`config.mk`:
```
export PLATFORM = sky130hd
export DESIGN_NAME = sorted_linked_list_table_flat
export DESIGN_NICKNAME = d
export VERILOG_FILES = /design/src/hw/rtl/sllt_pkg.sv /design/src/hw/rtl/sllt_req_if.sv /design/src/hw/rtl/sllt_res_if.sv /design/src/hw/rtl/sllt_cell.sv /design/src/hw/rtl/sllt_ctrl.sv /design/src/hw/rtl/sorted_linked_list_table.sv /design/src/flat_wrapper.sv
export SDC_FILE = /design/constraint.sdc
export NUM_CORES = 2
export LEC_CHECK = 0
export ABC_AREA = 1
export BUFFER_PORTS_ARGS = -buffer_cell sky130_fd_sc_hd__buf_2
export CORE_UTILIZATION = 33
export CTS_CLUSTER_SIZE = 14
export DETAILED_ROUTE_END_ITERATION = 8
export PLACE_DENSITY = 0.54
export SYNTH_ARGS = -nofsm -noshare
export SYNTH_HDL_FRONTEND = slang
export SYNTH_SLANG_ARGS = --single-unit
```
`constraint.sdc`:
```
create_clock -name clk_i -period 4.4 [get_ports clk_i]
set_clock_uncertainty 0.05 [all_clocks]
set_input_delay 0.44 -clock clk_i [delete_from_list [all_inputs] [get_ports clk_i]]
set_output_delay 0.44 -clock clk_i [all_outputs]
set_load 0.01 [all_outputs]
```
`src/hw/rtl/sllt_pkg.sv`:
```
`default_nettype none

package sllt_pkg;

  // fixed field widths
  localparam int KEY_W = 31;
  localparam int PAY_W = 32;

  // default table size and the matching record count width
  localparam int DEF_CAPACITY = 64;
  localparam int CNT_W        = $clog2(DEF_CAPACITY + 1);

  // operation codes
  typedef enum logic [1:0] {
    KIND_INSERT = 2'd0,
    KIND_DELETE = 2'd1,
    KIND_CHANGE = 2'd2,
    KIND_CLEAR  = 2'd3
  } kind_e;

  // result status codes
  typedef enum logic [1:0] {
    STAT_OK   = 2'd0,
    STAT_FULL = 2'd1,
    STAT_DUP  = 2'd2,
    STAT_MISS = 2'd3
  } status_e;

  // controller states
  typedef enum logic [2:0] {
    S_IDLE,
    S_SCAN,
    S_CLEAR,
    S_COMMIT,
    S_DONE
  } state_e;

  // one stored record
  typedef struct packed {
    logic [KEY_W-1:0] key;
    logic [PAY_W-1:0] payload;
  } rec_t;

  // contents of one cell as it travels along the ring
  typedef struct packed {
    logic valid;
    logic mark;
    rec_t rec;
  } entry_t;

  // strobes from the controller to every cell
  typedef struct packed {
    logic shift;
    logic clear;
    logic commit;
  } cell_ctl_t;

endpackage

`default_nettype wire

```
`src/hw/rtl/sllt_req_if.sv`:
```
`default_nettype none

interface sllt_req_if;
  logic                         valid;
  logic                         ready;
  sllt_pkg::kind_e              kind;
  logic [sllt_pkg::KEY_W-1:0]   key;
  logic [sllt_pkg::KEY_W-1:0]   new_key;
  logic [sllt_pkg::PAY_W-1:0]   payload;

  modport source (output valid, output kind, output key, output new_key, output payload,
                  input ready);
  modport sink   (input valid, input kind, input key, input new_key, input payload,
                  output ready);
endinterface

`default_nettype wire

```
`src/hw/rtl/sllt_res_if.sv`:
```
`default_nettype none

interface sllt_res_if #(
  parameter int CntW = sllt_pkg::CNT_W
);
  logic              valid;
  logic              ready;
  sllt_pkg::status_e status;
  logic [CntW-1:0]   count;
  logic              full_res;
  logic              empty_res;

  modport source (output valid, output status, output count, output full_res,
                  output empty_res, input ready);
  modport sink   (input valid, input status, input count, input full_res,
                  input empty_res, output ready);
endinterface

`default_nettype wire

```
`src/hw/rtl/sllt_cell.sv`:
```
`default_nettype none

module sllt_cell (
  input  logic                clk_i,
  input  logic                rst_ni,
  input  sllt_pkg::cell_ctl_t ctl_i,
  input  sllt_pkg::entry_t    prev_i,
  input  sllt_pkg::rec_t      load_i,
  output sllt_pkg::entry_t    ent_o
);

  logic           valid_q, valid_d;
  logic           mark_q, mark_d;
  sllt_pkg::rec_t rec_q, rec_d;

  // clear, shift from the left neighbor, or take the new record if marked
  always_comb begin
    valid_d = valid_q;
    mark_d  = mark_q;
    rec_d   = rec_q;
    priority if (ctl_i.clear) begin
      valid_d = 1'b0;
      mark_d  = 1'b0;
    end else if (ctl_i.shift) begin
      valid_d = prev_i.valid;
      mark_d  = prev_i.mark;
      rec_d   = prev_i.rec;
    end else if (ctl_i.commit && mark_q) begin
      valid_d = 1'b1;
      mark_d  = 1'b0;
      rec_d   = load_i;
    end
  end

  // occupancy flags
  always_ff @(posedge clk_i or negedge rst_ni) begin
    if (!rst_ni) begin
      valid_q <= 1'b0;
      mark_q  <= 1'b0;
    end else begin
      valid_q <= valid_d;
      mark_q  <= mark_d;
    end
  end

  // record data
  always_ff @(posedge clk_i) begin
    rec_q <= rec_d;
  end

  assign ent_o.valid = valid_q;
  assign ent_o.mark  = mark_q;
  assign ent_o.rec   = rec_q;

endmodule

`default_nettype wire

```
`src/hw/rtl/sllt_ctrl.sv`:
```
`default_nettype none

module sllt_ctrl #(
  parameter int CAPACITY = sllt_pkg::DEF_CAPACITY
) (
  input  logic                clk_i,
  input  logic                rst_ni,
  sllt_req_if.sink            req_i,
  sllt_res_if.source          res_o,
  input  sllt_pkg::entry_t    tail_i,
  output sllt_pkg::entry_t    feed_o,
  output sllt_pkg::rec_t      load_o,
  output sllt_pkg::cell_ctl_t ctl_o
);

  localparam int StepW = $clog2(CAPACITY);
  localparam int CntW  = $clog2(CAPACITY + 1);
  localparam int ResW  = sllt_pkg::CNT_W;
  localparam logic [StepW-1:0] LastStep = StepW'(CAPACITY - 1);
  localparam logic [CntW-1:0]  FullCnt  = CntW'(CAPACITY);

  sllt_pkg::state_e           state_q, state_d;
  logic [StepW-1:0]           step_q, step_d;
  sllt_pkg::kind_e            kind_q, kind_d;
  logic [sllt_pkg::KEY_W-1:0] key_q, key_d;
  logic [sllt_pkg::KEY_W-1:0] nkey_q, nkey_d;
  logic [sllt_pkg::PAY_W-1:0] pay_q, pay_d;
  logic                       found_q, found_d;
  logic                       dup_q, dup_d;
  logic                       marked_q, marked_d;
  logic [CntW-1:0]            count_q, count_d;
  sllt_pkg::status_e          status_q, status_d;

  logic                       res_valid_q, res_valid_d;
  sllt_pkg::status_e          res_status_q, res_status_d;
  logic [ResW-1:0]            res_count_q, res_count_d;
  logic                       res_full_q, res_full_d;
  logic                       res_empty_q, res_empty_d;

  logic                       req_fire;
  logic                       res_free;
  logic [sllt_pkg::KEY_W-1:0] ins_key;
  logic                       del_hit;
  logic                       dup_hit;
  logic                       keep_valid;

  // request port is open only between operations
  assign req_i.ready = (state_q == sllt_pkg::S_IDLE);

  // handshake and per-cycle compare on the entry leaving the ring
  assign req_fire = req_i.valid && req_i.ready;
  assign res_free = !res_valid_q || res_o.ready;
  assign ins_key  = (kind_q == sllt_pkg::KIND_CHANGE) ? nkey_q : key_q;
  assign del_hit  = ((kind_q == sllt_pkg::KIND_DELETE) || (kind_q == sllt_pkg::KIND_CHANGE))
                    && tail_i.valid && (tail_i.rec.key == key_q);
  assign dup_hit  = ((kind_q == sllt_pkg::KIND_INSERT) || (kind_q == sllt_pkg::KIND_CHANGE))
                    && tail_i.valid && (tail_i.rec.key == ins_key) && !del_hit;
  assign keep_valid = tail_i.valid && !del_hit;

  // next state
  always_comb begin
    state_d = state_q;
    unique case (state_q)
      sllt_pkg::S_IDLE: begin
        if (req_fire) begin
          priority if (req_i.kind == sllt_pkg::KIND_CLEAR) begin
            state_d = sllt_pkg::S_CLEAR;
          end else if ((req_i.kind == sllt_pkg::KIND_INSERT) && (count_q == FullCnt)) begin
            state_d = sllt_pkg::S_COMMIT;
          end else begin
            state_d = sllt_pkg::S_SCAN;
          end
        end
      end
      sllt_pkg::S_SCAN: begin
        if (step_q == LastStep) state_d = sllt_pkg::S_COMMIT;
      end
      sllt_pkg::S_CLEAR:  state_d = sllt_pkg::S_DONE;
      sllt_pkg::S_COMMIT: state_d = sllt_pkg::S_DONE;
      sllt_pkg::S_DONE: begin
        if (res_free) state_d = sllt_pkg::S_IDLE;
      end
      default: state_d = sllt_pkg::S_IDLE;
    endcase
  end

  // datapath and cell strobes
  always_comb begin
    step_d       = step_q;
    kind_d       = kind_q;
    key_d        = key_q;
    nkey_d       = nkey_q;
    pay_d        = pay_q;
    found_d      = found_q;
    dup_d        = dup_q;
    marked_d     = marked_q;
    count_d      = count_q;
    status_d     = status_q;
    res_valid_d  = res_valid_q;
    res_status_d = res_status_q;
    res_count_d  = res_count_q;
    res_full_d   = res_full_q;
    res_empty_d  = res_empty_q;
    ctl_o        = '0;

    // entry re-entering the ring: matched key dropped, first hole marked
    feed_o.valid = keep_valid;
    feed_o.mark  = !keep_valid && !marked_q;
    feed_o.rec   = tail_i.rec;
    load_o.key     = ins_key;
    load_o.payload = pay_q;

    if (res_valid_q && res_o.ready) res_valid_d = 1'b0;

    unique case (state_q)
      sllt_pkg::S_IDLE: begin
        if (req_fire) begin
          kind_d   = req_i.kind;
          key_d    = req_i.key;
          nkey_d   = req_i.new_key;
          pay_d    = req_i.payload;
          step_d   = '0;
          found_d  = 1'b0;
          dup_d    = 1'b0;
          marked_d = 1'b0;
        end
      end
      sllt_pkg::S_SCAN: begin
        ctl_o.shift = 1'b1;
        step_d      = step_q + 1'b1;
        if (del_hit) begin
          found_d = 1'b1;
          if (kind_q == sllt_pkg::KIND_CHANGE) pay_d = tail_i.rec.payload;
        end
        if (dup_hit) dup_d = 1'b1;
        if (!keep_valid) marked_d = 1'b1;
      end
      sllt_pkg::S_CLEAR: begin
        ctl_o.clear = 1'b1;
        count_d     = '0;
        status_d    = sllt_pkg::STAT_OK;
      end
      sllt_pkg::S_COMMIT: begin
        unique case (kind_q)
          sllt_pkg::KIND_INSERT: begin
            priority if (count_q == FullCnt) begin
              status_d = sllt_pkg::STAT_FULL;
            end else if (dup_q) begin
              status_d = sllt_pkg::STAT_DUP;
            end else begin
              ctl_o.commit = 1'b1;
              count_d      = count_q + 1'b1;
              status_d     = sllt_pkg::STAT_OK;
            end
          end
          sllt_pkg::KIND_DELETE: begin
            if (found_q) begin
              count_d  = count_q - 1'b1;
              status_d = sllt_pkg::STAT_OK;
            end else begin
              status_d = sllt_pkg::STAT_MISS;
            end
          end
          sllt_pkg::KIND_CHANGE: begin
            // record is dropped for good when the new key is taken
            priority if (!found_q) begin
              status_d = sllt_pkg::STAT_MISS;
            end else if (dup_q) begin
              count_d  = count_q - 1'b1;
              status_d = sllt_pkg::STAT_DUP;
            end else begin
              ctl_o.commit = 1'b1;
              status_d     = sllt_pkg::STAT_OK;
            end
          end
          sllt_pkg::KIND_CLEAR: begin
            status_d = sllt_pkg::STAT_OK;
          end
        endcase
      end
      sllt_pkg::S_DONE: begin
        if (res_free) begin
          res_valid_d  = 1'b1;
          res_status_d = status_q;
          res_count_d  = ResW'(count_q);
          res_full_d   = (count_q == FullCnt);
          res_empty_d  = (count_q == '0);
        end
      end
      default: begin
      end
    endcase
  end

  // control registers
  always_ff @(posedge clk_i or negedge rst_ni) begin
    if (!rst_ni) begin
      state_q     <= sllt_pkg::S_IDLE;
      step_q      <= '0;
      kind_q      <= sllt_pkg::KIND_INSERT;
      found_q     <= 1'b0;
      dup_q       <= 1'b0;
      marked_q    <= 1'b0;
      count_q     <= '0;
      res_valid_q <= 1'b0;
    end else begin
      state_q     <= state_d;
      step_q      <= step_d;
      kind_q      <= kind_d;
      found_q     <= found_d;
      dup_q       <= dup_d;
      marked_q    <= marked_d;
      count_q     <= count_d;
      res_valid_q <= res_valid_d;
    end
  end

  // operand and result data
  always_ff @(posedge clk_i) begin
    key_q        <= key_d;
    nkey_q       <= nkey_d;
    pay_q        <= pay_d;
    status_q     <= status_d;
    res_status_q <= res_status_d;
    res_count_q  <= res_count_d;
    res_full_q   <= res_full_d;
    res_empty_q  <= res_empty_d;
  end

  // result port
  assign res_o.valid     = res_valid_q;
  assign res_o.status    = res_status_q;
  assign res_o.count     = res_count_q;
  assign res_o.full_res  = res_full_q;
  assign res_o.empty_res = res_empty_q;

endmodule

`default_nettype wire

```
`src/hw/rtl/sorted_linked_list_table.sv`:
```
// insert, delete and change key rotate the whole ring of CAPACITY cells once past the
// compare stage, then commit and load the result register before taking the next request
// clear and insert into a full table skip the rotation: clear or commit, then the result
// one result register decouples the result port; a request is taken while it waits
// asynchronous active-low reset empties every cell and zeroes the count, no sweep follows
`default_nettype none

module sorted_linked_list_table #(
  parameter int CAPACITY = sllt_pkg::DEF_CAPACITY
) (
  input  logic       clk_i,
  input  logic       rst_ni,
  sllt_req_if.sink   req_i,
  sllt_res_if.source res_o
);

  sllt_pkg::entry_t    chain   [CAPACITY];
  sllt_pkg::entry_t    cell_in [CAPACITY];
  sllt_pkg::entry_t    feed;
  sllt_pkg::rec_t      load;
  sllt_pkg::cell_ctl_t ctl;

  // controller and compare stage closing the ring
  sllt_ctrl #(
    .CAPACITY (CAPACITY)
  ) u_ctrl (
    .clk_i  (clk_i),
    .rst_ni (rst_ni),
    .req_i  (req_i),
    .res_o  (res_o),
    .tail_i (chain[CAPACITY-1]),
    .feed_o (feed),
    .load_o (load),
    .ctl_o  (ctl)
  );

  // ring of record cells, each shifting into its right neighbor
  assign cell_in[0] = feed;

  for (genvar i = 0; i < CAPACITY; i++) begin : g_cell
    if (i > 0) begin : g_link
      assign cell_in[i] = chain[i-1];
    end

    sllt_cell u_cell (
      .clk_i  (clk_i),
      .rst_ni (rst_ni),
      .ctl_i  (ctl),
      .prev_i (cell_in[i]),
      .load_i (load),
      .ent_o  (chain[i])
    );
  end

endmodule

`default_nettype wire
```
`src/flat_wrapper.sv`:
```
// flat-port wrapper written by rule: the top's interface ports become plain ports
module sorted_linked_list_table_flat 
#(
  parameter int CAPACITY = sllt_pkg::DEF_CAPACITY
)
  (clk_i, rst_ni, req_i_valid, req_i_kind, req_i_key, req_i_new_key, req_i_payload, req_i_ready, res_o_valid, res_o_status, res_o_count, res_o_full_res, res_o_empty_res, res_o_ready);
  sllt_req_if req_i_i ();
  sllt_res_if res_o_i ();
  input  logic clk_i;
  input  logic rst_ni;
  input wire logic [$bits(req_i_i.valid)-1:0] req_i_valid;
  input wire logic [$bits(req_i_i.kind)-1:0] req_i_kind;
  input wire logic [$bits(req_i_i.key)-1:0] req_i_key;
  input wire logic [$bits(req_i_i.new_key)-1:0] req_i_new_key;
  input wire logic [$bits(req_i_i.payload)-1:0] req_i_payload;
  output wire logic [$bits(req_i_i.ready)-1:0] req_i_ready;
  output wire logic [$bits(res_o_i.valid)-1:0] res_o_valid;
  output wire logic [$bits(res_o_i.status)-1:0] res_o_status;
  output wire logic [$bits(res_o_i.count)-1:0] res_o_count;
  output wire logic [$bits(res_o_i.full_res)-1:0] res_o_full_res;
  output wire logic [$bits(res_o_i.empty_res)-1:0] res_o_empty_res;
  input wire logic [$bits(res_o_i.ready)-1:0] res_o_ready;
  assign req_i_i.valid = req_i_valid;
  assign req_i_i.kind = req_i_kind;
  assign req_i_i.key = req_i_key;
  assign req_i_i.new_key = req_i_new_key;
  assign req_i_i.payload = req_i_payload;
  assign req_i_ready = req_i_i.ready;
  assign res_o_valid = res_o_i.valid;
  assign res_o_status = res_o_i.status;
  assign res_o_count = res_o_i.count;
  assign res_o_full_res = res_o_i.full_res;
  assign res_o_empty_res = res_o_i.empty_res;
  assign res_o_i.ready = res_o_ready;
  sorted_linked_list_table #(.CAPACITY(CAPACITY)) u_core (.clk_i(clk_i), .rst_ni(rst_ni), .req_i(req_i_i), .res_o(res_o_i));
endmodule
```
# Word level (Yosys, flattened, before mapping)
# Index checks and enable logic that the tools add are counted.
[word_totals] out_inout_bits=13 regBits=4289
[classes] addsub=3 bitwise_logic=1 n_reduce_logical=289 eq_ne=25 mux=555
[ops] cell="two-way mux 63 bit" n=128
[ops] cell="two-way mux 1 bit" n=397
[ops] cell="nonzero test 3 bit" n=64
[ops] cell="AND reduction 2 bit" n=67
[ops] cell="nonzero test 2 bit" n=66
[ops] cell="two-way mux 32 bit" n=3
[ops] cell="logical AND 1 bit" n=74
[ops] cell="case mux 32 bit (2 select lines)" n=1
[ops] cell="== test 31 bit" n=2
[ops] cell="two-way mux 7 bit" n=5
[ops] cell="two-way mux 31 bit" n=1
[ops] cell="case mux 7 bit (3 select lines)" n=1
[ops] cell="inequality test 3 bit (second input constant)" n=5
[ops] cell="case mux 7 bit (2 select lines)" n=1
[ops] cell="two-way mux 2 bit" n=6
[ops] cell="inequality test 2 bit (second input constant)" n=6
[ops] cell="case mux 3 bit (4 select lines)" n=1
[ops] cell="case mux 6 bit (2 select lines)" n=1
[ops] cell="AND reduction 3 bit" n=4
[ops] cell="two-way mux 3 bit" n=3
[ops] cell="case mux 1 bit (2 select lines)" n=4
[ops] cell="case mux 2 bit (4 select lines)" n=1
[ops] cell="adder 7 x 1 -> 7 bit (second input constant)" n=1
[ops] cell="== test 7 bit (second input constant)" n=1
[ops] cell="21 further kinds" n=30

# Depth between registers and ports, before layout
[logic_depth] ltp_word=10 ltp_mapped=16 depth_no_buf=14

# Cells and area by module
# Synthesis repeated with hierarchy kept, for this count alone.
[unflattened] hier_cells=18873 hier_area_um2=187104.4
[modules_own_cells] module="sllt_cell" seq_area_each_um2=1941.9 cells_each=282 instances=64 area_per_inst_um2=2813.9
[modules_own_cells] module="sllt_ctrl" seq_area_each_um2=3763.6 cells_each=825 instances=1 area_per_inst_um2=7011.7

# Worst setup path after synthesis
# No wires, ideal clock.
[synth_timing] kind="register -> register" start="reg u_core.u_ctrl.state_q[1]" end="reg u_core.u_ctrl.found_q" required_time_ps=4246 arrival_ps=4385 synth_period_minus_slack_ps=4539 slack_ps=-139 stages_incl_launch_ff=8 path_cell_list="dfrtp_1 > nor2_1 > nand2_1 > nor2_1 > inv_1 > nand2_1 > nand3_1 > a21oi_1"
[synth_via] elab_chain_cells=4 elab_cells_between_ends=8 cone_classes="3 x eq/ne; 1 x mux; 4 x reduce/logical"
[synth_lines] item="from (decl)" line_no="sllt_ctrl.sv:22" rtl="sllt_pkg::state_e state_q, state_d;"
[synth_lines] item="from (signal assigned)" line_no="sllt_ctrl.sv:198" rtl="state_q <= sllt_pkg::S_IDLE;"
[synth_lines] item="from (signal assigned)" line_no="sllt_ctrl.sv:207" rtl="state_q <= state_d;"
[synth_lines] item="logical NOT 3 bit" line_no="sllt_ctrl.sv:48, sllt_ctrl.sv:115"
[synth_lines] item="logical AND 1 bit" line_no="sllt_ctrl.sv:51" rtl="assign req_fire = req_i.valid && req_i.ready;"
[synth_lines] item="inequality test 2 x 1 -> 1 bit (no source line)"
[synth_lines] item="AND reduction 3 bit (no source line)"
[synth_lines] item="to (signal assigned)" line_no="sllt_ctrl.sv:210" rtl="found_q <= found_d;"
[synth_lines] item="to (decl)" line_no="sllt_ctrl.sv:28" rtl="logic found_q, found_d;"
# Parallel ways exist; a longest one is shown, timed or not.
# A chain may end at the register's enable or synchronous reset.

# Final worst setup path
[layout_timing] start="reg u_core.u_ctrl.state_q[1]" end="reg u_core.g_cell[56].u_cell.rec_q (netlist bit u_core.g_cell[56].u_cell.ent_o[58]) (data pin)"
[layout_via] elab_chain_cells=3
[layout_lines] item="== test 3 x 1 -> 1 bit" line_no="sllt_ctrl.sv:115" rtl="unique case (state_q)"
[layout_lines] item="two-way mux 1 bit" line_no="sllt_ctrl.sv:115"
[layout_lines] item="two-way mux 63 bit" line_no="sllt_cell.sv:24" rtl="end else if (ctl_i.shift) begin"
[layout_lines] item="to (signal assigned)" line_no="sllt_cell.sv:48" rtl="rec_q <= rec_d;"
[layout_lines] item="to (decl)" line_no="sllt_cell.sv:14" rtl="sllt_pkg::rec_t rec_q, rec_d;"
# Every way passes these cells.

==> impl_metrics.prom <==
# TYPE chip_impl_metric gauge
chip_impl_info{name="run_status",value="finished clean"} 1
chip_impl_metric{name="die_x",unit="um"} 517.3
chip_impl_metric{name="detail_route.drc_violations",unit=""} 0
chip_impl_metric{name="routed-via-count",unit=""} 54460
chip_impl_metric{name="combined_global_route_utilization_of_all_metal_layers",unit=""} 0.1527
chip_impl_metric{name="detailedPlacementHpwl",unit="mm"} 114.2
chip_impl_metric{name="wire_length_of_the_first_global_routing_pass",unit="mm"} 322.8
chip_impl_metric{name="post-place-cells",unit=""} 10970
chip_impl_metric{name="row_cnt",unit=""} 188
chip_impl_metric{name="stdcell_count",unit=""} 11450
chip_impl_metric{name="timing_worst_slew_pin_value",unit="ns"} 1.263
chip_impl_metric{name="critical_path_peak_fanout",unit=""} 259
chip_impl_metric{name="synth.yosys.warnings",unit=""} 0
chip_impl_metric{name="clock_tree.htree_level_count",unit=""} 4
chip_impl_metric{name="final-hold-violation-count",unit=""} 0
chip_impl_metric{name="timing.setup.tns",unit="ns"} 0
chip_impl_metric{name="die_y",unit="um"} 517.3
chip_impl_metric{name="post_synth_num_cell_types",unit=""} 27
chip_impl_metric{name="first_iter_violations",unit=""} 4919
chip_impl_metric{name="grt-ovfl-total",unit=""} 0
chip_impl_metric{name="post-cts-setup-buffers",unit=""} 0
chip_impl_metric{name="maxCapViolCount",unit=""} 0
chip_impl_metric{name="timing.final.max_slew_violations",unit=""} 0
chip_impl_info{name="worst_setup_path_start_kind",value="flip-flop"} 1
chip_impl_metric{name="worst_slack",unit="ns"} 1.014
chip_impl_metric{name="num_io_pins",unit=""} 113
chip_impl_metric{name="initial_antenna_violation_count",unit=""} 3
chip_impl_metric{name="cp_data_arrival_time",unit="ns"} 4.03
chip_impl_metric{name="drt_first_pass_iters",unit=""} 6
chip_impl_metric{name="clock_tree.buffer_depth",unit=""} 3
chip_impl_metric{name="largest_net_degree_at_the_start_of_global_routing",unit=""} 269
chip_impl_metric{name="tritoncts.num_buffers",unit=""} 220
chip_impl_metric{name="timing.reg2reg.worst_path_depth",unit=""} 6
chip_impl_metric{name="areaGrowthSynthToFinish",unit="%"} 13.85
chip_impl_metric{name="post-place-ws",unit="ns"} 1.207
chip_impl_metric{name="number_of_global_route_vias_before_repair",unit=""} 55160
chip_impl_metric{name="initial_cell_density_of_the_core",unit=""} 0.3329
chip_impl_metric{name="cts_hold_buffers",unit=""} 67
chip_impl_metric{name="floorplan.die_area",unit="sq um"} 267600
chip_impl_metric{name="timing.final.crit_period",unit="ns"} 3.386
chip_impl_metric{name="max_clock_freq",unit="GHz"} 0.2953
chip_impl_info{name="cts_tree",value="yes"} 1
chip_impl_metric{name="worst_slew_margin",unit=""} 0.1583
chip_impl_metric{name="routed_wirelength",unit="mm"} 203.5
chip_impl_info{name="root_buffer",value="clkbuf_16"} 1
chip_impl_metric{name="postSynthAreaPerCell",unit="sq um"} 11.31
chip_impl_metric{name="num-nets-final",unit=""} 7859
chip_impl_metric{name="core_area",unit="sq um"} 263200
chip_impl_metric{name="synth.yosys.seq_area_share",unit=""} 0.7484
chip_impl_metric{name="clk_pin_slew",unit="ns"} 0.06
chip_impl_info{name="rsz0062_at_grt",value="no"} 1
chip_impl_metric{name="clock_latency_late_sink",unit="ns"} 0.88
chip_impl_metric{name="postRouteAntennaNets",unit=""} 0
chip_impl_info{name="rr_endpoint",value="u_core.g_cell[56].u_cell.ent_o[58]$_DFFE_PP_"} 1
chip_impl_metric{name="fin_crit_sh",unit=""} 0.7695
chip_impl_info{name="setup.worst_path.class",value="flip-flop to flip-flop"} 1
chip_impl_metric{name="wl_per_cell",unit="um"} 17.77
chip_impl_info{name="hold_path.class",value="input pin to async pin"} 1
chip_impl_metric{name="critical_path_required",unit="ns"} 5.04
chip_impl_metric{name="synthesis.nets",unit=""} 7862
chip_impl_metric{name="globalplace.congestion",unit=""} 0.7936
chip_impl_metric{name="via_per_inst",unit=""} 4.756
chip_impl_metric{name="final_layout_size_suffix_gt1_frac",unit=""} 0.07006
chip_impl_metric{name="r2r_setup_slack",unit="ns"} 1.01
chip_impl_info{name="worst_r2r_startpoint",value="u_core.u_ctrl.state_q[1]$_DFFE_PN0P_"} 1
chip_impl_metric{name="synth_area",unit="sq um"} 87630
chip_impl_metric{name="setup_violation_total_in_the_final_timing_report",unit=""} 0
chip_impl_metric{name="ctsResizeCount",unit=""} 0
chip_impl_metric{name="synth-seq-cells",unit=""} 2209
chip_impl_info{name="worst_setup_end_kind",value="flip-flop"} 1
chip_impl_metric{name="io_buffers",unit=""} 80
chip_impl_metric{name="cts_num_sinks",unit=""} 2209
chip_impl_metric{name="post_synth_inst_count",unit=""} 7750
## area by class of cell
type	instances	area (sq um)
fillers	25470	163400
multi-input cells	4940	19710
flip-flops and latches	2209	65580
clock inverters	116	1236
diodes	1	2.502
clock buffers	295	6043
inverters	114	435.4
well taps	3515	4398
repair buffers	262	2366
## worst max-delay path by stage
stage | from | end | slack, ns | cells after the start
after global routing | u_core.u_ctrl.state_q[1]$_DFFE_PN0P_ | u_core.g_cell[57].u_cell.ent_o[34]$_DFFE_PP_ | 0.87 | 6
after global placement | u_core.u_ctrl.state_q[1]$_DFFE_PN0P_ | u_core.g_cell[57].u_cell.ent_o[47]$_DFFE_PP_ | 1.23 | 6
final | u_core.u_ctrl.state_q[1]$_DFFE_PN0P_ | u_core.g_cell[56].u_cell.ent_o[58]$_DFFE_PP_ | 1.01 | 6
after detailed placement | u_core.u_ctrl.state_q[1]$_DFFE_PN0P_ | u_core.g_cell[52].u_cell.ent_o[35]$_DFFE_PP_ | 1.21 | 6
after CTS | u_core.u_ctrl.kind_q[0]$_DFFE_PN0P_ | u_core.g_cell[27].u_cell.ent_o[59]$_DFFE_PP_ | 1.17 | 10
after floorplan | u_core.u_ctrl.state_q[1]$_DFFE_PN0P_ | u_core.u_ctrl.found_q$_DFFE_PN0P_ | 1.12 | 7
## routing by layer
metal  global-route usage  wire, um  vias to the layer above
met4              0.03787      3773                        0
met2               0.2436     94230                     1192
met5                    0         0                        -
met1               0.2187     96320                    27440
li1                     -         -                    25580
met3              0.02180      9211                      252
## per-stage QoR
step	hold slack (ns)	utilization	cell area (sq um)
global placement	0.3983	0.3488	91820
finish	0.1353	0.3790	99770
floorplan	0.09441	-	87630
global route	0.1723	0.3790	99770
CTS	0.1027	0.3790	99770
detailed placement	0.3679	0.3488	91820
## cell usage after synthesis
library cell | number | area (sq um)
buf_1 | 41 | 153.9
nor2_1 | 52 | 195.2
ha_1 | 11 | 137.6
o21ai_0 | 115 | 575.6
o22ai_1 | 1 | 6.260
nor4_1 | 1 | 6.260
nand3_1 | 118 | 590.6
edfxtp_1 | 2059 | 61830
o31ai_1 | 3 | 22.52
nand4_1 | 131 | 819.5
dfrtp_1 | 150 | 3754
buf_4 | 6 | 45.04
buf_2 | 265 | 1326
xnor2_1 | 8 | 70.07
inv_1 | 111 | 416.7
fa_1 | 1 | 20.02
a21oi_1 | 10 | 50.05
o211ai_1 | 2 | 15.01
nand2_1 | 4460 | 16740
clkbuf_1 | 175 | 656.9
nor3b_1 | 1 | 7.510
xor2_1 | 4 | 35.03
inv_2 | 3 | 11.26
nor3_4 | 1 | 16.27
a31oi_1 | 2 | 12.51
nor3_1 | 1 | 5.000
nand2_2 | 18 | 112.6
## cells in the final DEF, fill, tap and decap left out, types with 6 or more instances in the layout
cell type and n:
a21oi_1 9, buf_12 34, buf_2 79, buf_4 81, bufinv_16 19, clkbuf_1 55, clkbuf_16 225, clkbuf_8 15
clkinv_1 35, clkinv_2 40, clkinvlp_4 6, dfrtp_1 150, dlygate4sd3_1 67, edfxtp_1 2059, ha_1 11, inv_1 111
nand2_1 4454, nand2_4 22, nand3_1 108, nand3_4 10, nand4_1 131, nor2_1 51, o21ai_0 115, xnor2_1 8
## cells by family after synthesis
family,count (synthesis),share of synthesized area
and+or+nand+nor,4783,0.2110
DFF,2209,0.7484
buffers and inverters,601,0.02978
AOI/OAI and AO/OA,133,0.007781
xor gates and xnor gates,12,0.001199
adders and majority gates,12,0.001799
## sequential cells by signal, summed over array words and instances (netlist names), 2 cells and up
signal and cells:
u_core.u_ctrl.status_q 2, u_core.u_ctrl.res_o.count 7, u_core.u_ctrl.count_q 7, u_core.u_ctrl.kind_q 2, u_core.u_ctrl.key_q 31, u_core.g_cell.u_cell.ent_o 1984
u_core.u_ctrl.step_q 6, u_core.g_cell.u_cell.valid_q 64, u_core.g_cell.u_cell.mark_q 64, u_core.u_ctrl.nkey_q 31, u_core.u_ctrl.state_q 3, u_core.u_ctrl.res_o.status 2
## critical path, stage by stage, from the launching register on
cell     delay [ns]
dfrtp_1        0.47
nor3_4         0.20
buf_4          0.26
buf_12         0.61
buf_12         0.73
nand2_1        0.16
nand2_1        0.14
Power is not shown: default switching activity piles up to over one toggle a cycle in this logic, so the estimate is an artifact.
